<file path="config.mk">
export PLATFORM = sky130hd
export DESIGN_NAME = mcb_ctrl
export DESIGN_NICKNAME = d
export VERILOG_FILES = /design/src/rtl/mcb_pkg.sv /design/src/rtl/mcb_ctrl.sv
export SDC_FILE = /design/constraint.sdc
export NUM_CORES = 1
export LEC_CHECK = 0
export BUFFER_PORTS_ARGS = -buffer_cell sky130_fd_sc_hd__buf_2
export CAP_MARGIN = 20
export CORE_ASPECT_RATIO = 0.7
export CORE_MARGIN = 4
export CORE_UTILIZATION = 35
export DETAILED_ROUTE_END_ITERATION = 6
export GPL_TIMING_DRIVEN = 0
export PLACE_DENSITY_LB_ADDON = 0.12
export REMOVE_ABC_BUFFERS = 1
export SLEW_MARGIN = 20
export SYNTH_ARGS = -nofsm -noshare
export SYNTH_HDL_FRONTEND = slang
export SYNTH_SLANG_ARGS = --single-unit
</file>
<file path="constraint.sdc">
create_clock -name clock -period 1.9 [get_ports clock]
set_input_delay 0.285 -clock clock [delete_from_list [all_inputs] [get_ports clock]]
set_output_delay 0.285 -clock clock [all_outputs]
set_load 0.02 [all_outputs]
</file>
<file path="src/rtl/mcb_pkg.sv">
// ----------------------------------------------------------------------------
// mcb_pkg
// shared types and constants of the masked coverage binner
// ----------------------------------------------------------------------------
package mcb_pkg;

   localparam int MAX_BINS_DEF   = 64;
   localparam int HALF_WIN_DEF   = 50;
   localparam int POS_W          = 28;
   localparam int COV_W          = 16;
   localparam int BSIZE_W        = 20;
   localparam int SUM_W          = 40;
   localparam int CNT_W          = 21;
   localparam int FIRST_W        = 29;
   localparam int VAL_W          = 24;
   localparam int KEPT_W         = 32;
   localparam int MEAN_W         = 32;   // mean capped at 2^31
   localparam int TOTAL_W        = 40;   // 256 means of 2^31
   localparam int CSR_W          = 20;
   localparam int BSIZE_RESET    = 1000;

   localparam logic CSR_STRAND  = 1'b0;
   localparam logic CSR_BINSIZE = 1'b1;

   // commands from controller to datapath
   typedef struct packed {
      logic push;       // take request into lookahead line
      logic retire;     // retire oldest line entry
      logic clr;        // clear region state (sweep)
      logic mean_go;    // start mean division for bin
      logic norm_go;    // start normalize division for bin
      logic out_load;   // load output register
   } ctl_type;

   // status from datapath to controller
   typedef struct packed {
      logic line_full;
      logic line_empty;
      logic div_busy;
   } sts_type;

endpackage

</file>
<file path="src/rtl/mcb_ctrl.sv">
// ----------------------------------------------------------------------------
// mcb_ctrl
// controller: streaming, drain, mean pass, normalize pass, emit, clear
// ----------------------------------------------------------------------------
module mcb_ctrl
   import mcb_pkg::*;
#(
   parameter int MAX_BINS = MAX_BINS_DEF
) (
   input  logic        clock,
   input  logic        reset,
   input  logic        req_valid,
   output logic        req_stall,
   input  logic        req_last,
   output logic        rsp_valid,
   input  logic        rsp_stall,
   output logic        rsp_last,
   input  sts_type     sts,
   input  logic [$clog2(MAX_BINS+1)-1:0] nb,
   output ctl_type     ctl,
   output logic [$clog2(MAX_BINS)-1:0] bin_idx
);
   localparam int BW = $clog2(MAX_BINS);

   typedef enum logic [2:0] {
      S_CLEAR, S_RUN, S_DRAIN, S_MEAN, S_NORM, S_OUT, S_WAIT
   } state_type;

   state_type state_ff;
   logic [BW-1:0] idx_ff;
   logic          go_ff, vld_ff, last_ff;
   logic          acc;

   assign req_stall = (state_ff != S_RUN);
   assign acc = req_valid && !req_stall;

   always_comb begin
      ctl = '0;
      ctl.push   = acc;
      ctl.retire = (acc && sts.line_full) || (state_ff == S_DRAIN && !sts.line_empty);
      ctl.clr    = (state_ff == S_CLEAR);
      ctl.mean_go = (state_ff == S_MEAN) && go_ff;
      ctl.norm_go = (state_ff == S_NORM) && go_ff;
      ctl.out_load = (state_ff == S_NORM) && go_ff;
   end

   always_ff @(posedge clock) begin
      if (reset) begin
         state_ff <= S_CLEAR;
         idx_ff   <= '0;
         go_ff    <= 1'b0;
         vld_ff   <= 1'b0;
         last_ff  <= 1'b0;
      end else begin
         go_ff <= 1'b0;
         case (state_ff)
            S_CLEAR: begin
               idx_ff <= idx_ff + 1'b1;
               if (idx_ff == BW'(MAX_BINS - 1)) state_ff <= S_RUN;
            end
            S_RUN: if (acc && req_last) state_ff <= S_DRAIN;
            S_DRAIN: if (sts.line_empty) begin
               idx_ff <= '0;
               if (nb == '0) state_ff <= S_CLEAR;
               else begin state_ff <= S_MEAN; go_ff <= 1'b1; end
            end
            S_MEAN: if (!go_ff && !sts.div_busy) begin
               if ({1'b0, idx_ff} + 1'b1 == nb) begin
                  idx_ff <= '0; state_ff <= S_NORM;
               end else idx_ff <= idx_ff + 1'b1;
               go_ff <= 1'b1;
            end
            S_NORM: if (!go_ff && !sts.div_busy) begin
               vld_ff  <= 1'b1;
               last_ff <= ({1'b0, idx_ff} + 1'b1 == nb);
               state_ff <= S_OUT;
            end
            S_OUT: if (!rsp_stall) begin
               vld_ff <= 1'b0;
               if (last_ff) begin idx_ff <= '0; state_ff <= S_CLEAR; end
               else begin idx_ff <= idx_ff + 1'b1; state_ff <= S_NORM; go_ff <= 1'b1; end
            end
            default: state_ff <= S_CLEAR;
         endcase
      end
   end

   assign bin_idx   = idx_ff;
   assign rsp_valid = vld_ff;
   assign rsp_last  = last_ff;
endmodule

</file>
==> results.md <==
Status:
- The flow ran to the end, but the final reports show violations.
- The final reports fail on setup timing.

Min path:
- The type of the most critical hold path is input port to register.
- The worst hold path begins at reset.

Power and ir drop:
- The reported leakage power is 0.518 nW.
- IR analysis of the VDD net gives a maximum drop of 0.000342 V.
- The power density over the cells is 466 nW/um^2.

Route:
- Wires add up to 2910 um.
- The detail route stage leaves a number of antenna-violating nets equal to 0.
- The post-route DRC violation count is 0.
- In the final routed layout, each cell accounts on average for 14.9 um.
- The detailed router finished its first iteration with 101 violations.
- Summing over every cut layer, the via total after detailed routing is 1085.
- The detailed-router iteration count before antenna repair is 4.
- Dividing the detail-routed via count by the number of cells gives 5.56.

Layout:
- At the end of the flow the core is filled with cells to 51.6%.
- From synthesis to final layout, the design area changed by 37.5%.
- The net count of the finished layout is 179.
- In the final layout, flip-flops and latches occupy 256 sq um.
- The multi-input combinational cell area is 743 sq um.
- Once layout is done, the placed cells without fillers occupy 1310 sq um.
- The antenna diode instance count is 0.
- The number of fill cells is 261.
- The fraction of final layout cells with drive strength greater than 1 is 39.1%.

Global routing:
- Entering global routing, the biggest net connects 28 pins.
- The first global-routing pass estimated 4660 um of wire.
- The overall track demand over capacity in global routing is 16.2%.
- The aggregate global routing overflow is 0.
- The via count of the first global-routing pass is 972.
- The number of antenna violations at the first check in global routing is 0.

CTS:
- The insertion delay to the later sink of the worst-skew pair is 0.24 ns.
- TritonCTS built the clock tree.
- The number of buffers created by CTS is 3.
- The clock-pin slew on the worst setup and hold paths is 0.05 ns.
- Hold repair after CTS inserted 0 buffers.
- The clock drives 12 sinks.
- The clock tree root buffer cell is clkbuf_8.
- Counting along the longest clock path gives a buffer depth of 2.
- The CTS H-tree depth is 1.

Setup path:
- The startpoint class of the critical path is a register.
- Along the worst path, the maximum fanout reaches 5.
- STA puts the critical path data arrival time at 2.31 ns.
- STA classifies the critical path endpoint as a register.
- The cell count of the worst reg-to-reg path is 6.
- The slack of the worst reg-to-reg path is -0.24 ns.
- The capture point of the worst path is state_ff[2].
- The startpoint identified for the worst register-to-register timing path is bin_idx[0].
- In this run the critical register-to-register path is captured at state_ff[2].
- At the worst endpoint, the required time is 2.08 ns.
- The worst setup path is of the register to register kind.
- The most critical setup path has its startpoint at bin_idx[0].

STA:
- The transition time of the tightest slew-check pin is 0.465 ns.
- Based on the critical path, the design can be clocked at up to 468 MHz.
- Setup violations remaining at the end of the flow were counted as 10.
- The aggregate negative setup slack is -1.50 ns.
- Measured against its own limit, the worst slew margin works out to 68.7%.
- The number of hold-slack violations in the final timing report is 0.
- The final worst-path setup slack is -0.236 ns.
- Hold timing on the final database bottoms out at a slack of 0.363 ns.
- In the finished design, the share of the clock period the worst path needs comes to 112%.
- The maximum clock skew at final layout is 0.00526 ns.
- The number of max-slew violations in the final report was 0.
- The shortest period the worst path allows is 2.14 ns.
- Setup repair after global routing could not meet its margin everywhere.

Floorplan:
- The die is 51.6 um tall.
- The cell row count is 15.
- For this configuration, the core starts out at a cell density of 37.5%.
- Measured along the x axis, the die boundary spans 70.3 um.
- During I/O placement, the number of pins put on the boundary was 30.
- The core region is 2530 sq um.
- The die footprint is 3630 sq um.

Logic synthesis:
- The number of flops mapped to enable cells by yosys is 0.
- The total of flip-flops plus latches after synthesis is 12.
- The post-synth design cell area is 951 sq um.
- The mean cell area of the mapped netlist is 7.37 sq um.
- dfxtp_1 takes more of the synthesized area than any other cell.
- The number of different library cells used by synthesis comes to 45.
- The cell count after synthesis came out at 129.
- The number of synthesis warnings is 0.
- The top-area cell type share of the netlist area is 25.3%.
- The proportion of register bits with asynchronous set or reset after synthesis is 0%.
- For this run, the leading register cell type out of synthesis is dfxtp_1.
- The register area share after synthesis is 25.3%.
- By area the synthesized netlist is led by dfxtp_1 25%, a211oi_1 5.5%, nand2_1 5.5%.

Placement:
- The count of input and output buffers is 29.
- The post-detailed-placement cell area is 1100 sq um.
- Detailed placement finished with a half-perimeter wire length of 2010 um.
- OpenSTA, run right after detailed placement, puts the worst setup slack at -0.487 ns.
- The routability congestion estimate from global placement is 0.832.

Run:
- The number of max-capacitance violations reported is 0.
-- sequential cells by signal (all words and copies together) (netlist names) --
signal and flops:
bin_idx 6, go_ff 1, rsp_valid 1, state_ff 3, rsp_last 1
-- cells in the mapped netlist, types with 2 or more instances --
master	number
a311oi_1	2
o21ai_1	2
xor2_1	5
nor4_1	2
and3_1	2
o21a_1	2
o21ai_0	2
and2_1	2
buf_4	2
nor2b_1	5
nand3_1	4
dfxtp_1	12
nor2_1	12
inv_1	4
nand4_1	2
clkbuf_1	5
nor3_1	6
a21oi_1	4
nand2b_1	3
o22ai_1	3
nand2_1	14
a211oi_1	7
xnor2_1	5
-- critical path, cell delays in order, from the launching register on --
cell and delay (ns):
dfxtp_4 0.36, and4_4 0.25, a21boi_4 0.06, or4_4 0.49
a211o_4 0.38, or3b_4 0.39, a21oi_2 0.14
-- power by group --
group	total, W	switching, W	internal, W
logic	0.000108	0.0000565	0.0000519
registers	0.000260	0.00000518	0.000255
clock network	0.000241	0.000101	0.000140
total	0.000610	0.000163	0.000447
-- cell families after synthesis --
kind of cell	share of synthesized area, %
buf+inv	5.53
flops	25.3
compound gates	23.7
xor+xnor	9.21
simple gates	33.8
fa+ha+maj	1.32
mux	1.18
-- worst min-delay path by stage --
stage,cells after the start,endpoint
2_1_floorplan,1,state_ff[2]
3_3_place_gp,2,bin_idx[1]
3_5_place_dp,2,bin_idx[1]
4_1_cts,2,state_ff[0]
5_1_grt,2,state_ff[2]
6_report,2,rsp_last
-- layout by cell type, fill, tap and decap left out, types with 3 or more instances in the layout --
| cell | instances |
|---|---|
| a211oi_1 | 5 |
| a21oi_1 | 3 |
| buf_2 | 29 |
| buf_4 | 7 |
| clkbuf_8 | 3 |
| dfxtp_1 | 7 |
| dfxtp_4 | 4 |
| inv_1 | 4 |
| nand2_1 | 14 |
| nand2b_1 | 3 |
| nand3_1 | 3 |
| nor2_1 | 12 |
| nor2b_1 | 5 |
| nor3_1 | 5 |
| xnor2_1 | 5 |
| xor2_1 | 5 |
-- layout make-up --
class / instances / share of cell area (%)
sequential: 12 / 19.6
inverter: 4 / 1.15
clock buffer: 3 / 3.16
timing repair buffer: 37 / 16.0
tap: 34 / 3.25
multi-input combinational: 105 / 56.8
-- metal layers --
layer	up-vias	global-route usage (%)	share of wire [%]
li1	535	-	-
met5	-	0	0
met3	0	5.60	6.7
met4	0	2.23	0
met1	525	21.2	47
met2	25	26.2	47
-- through the flow --
stage,total power (W),std cells
2_1_floorplan,0.000319,121
3_3_place_gp,0.000356,184
3_5_place_dp,0.000358,184
4_1_cts,0.000608,193
5_1_grt,0.000639,195
6_report,0.000610,195
-- what timing repair did --
action | in CTS | in global routing
endpoints found under the setup margin | 11 | 12
buffers inserted | 6 | 2
pin swaps | 7 | 12
gates resized for setup | 15 | 12
No activity file was read; power rests on OpenSTA's default activity.
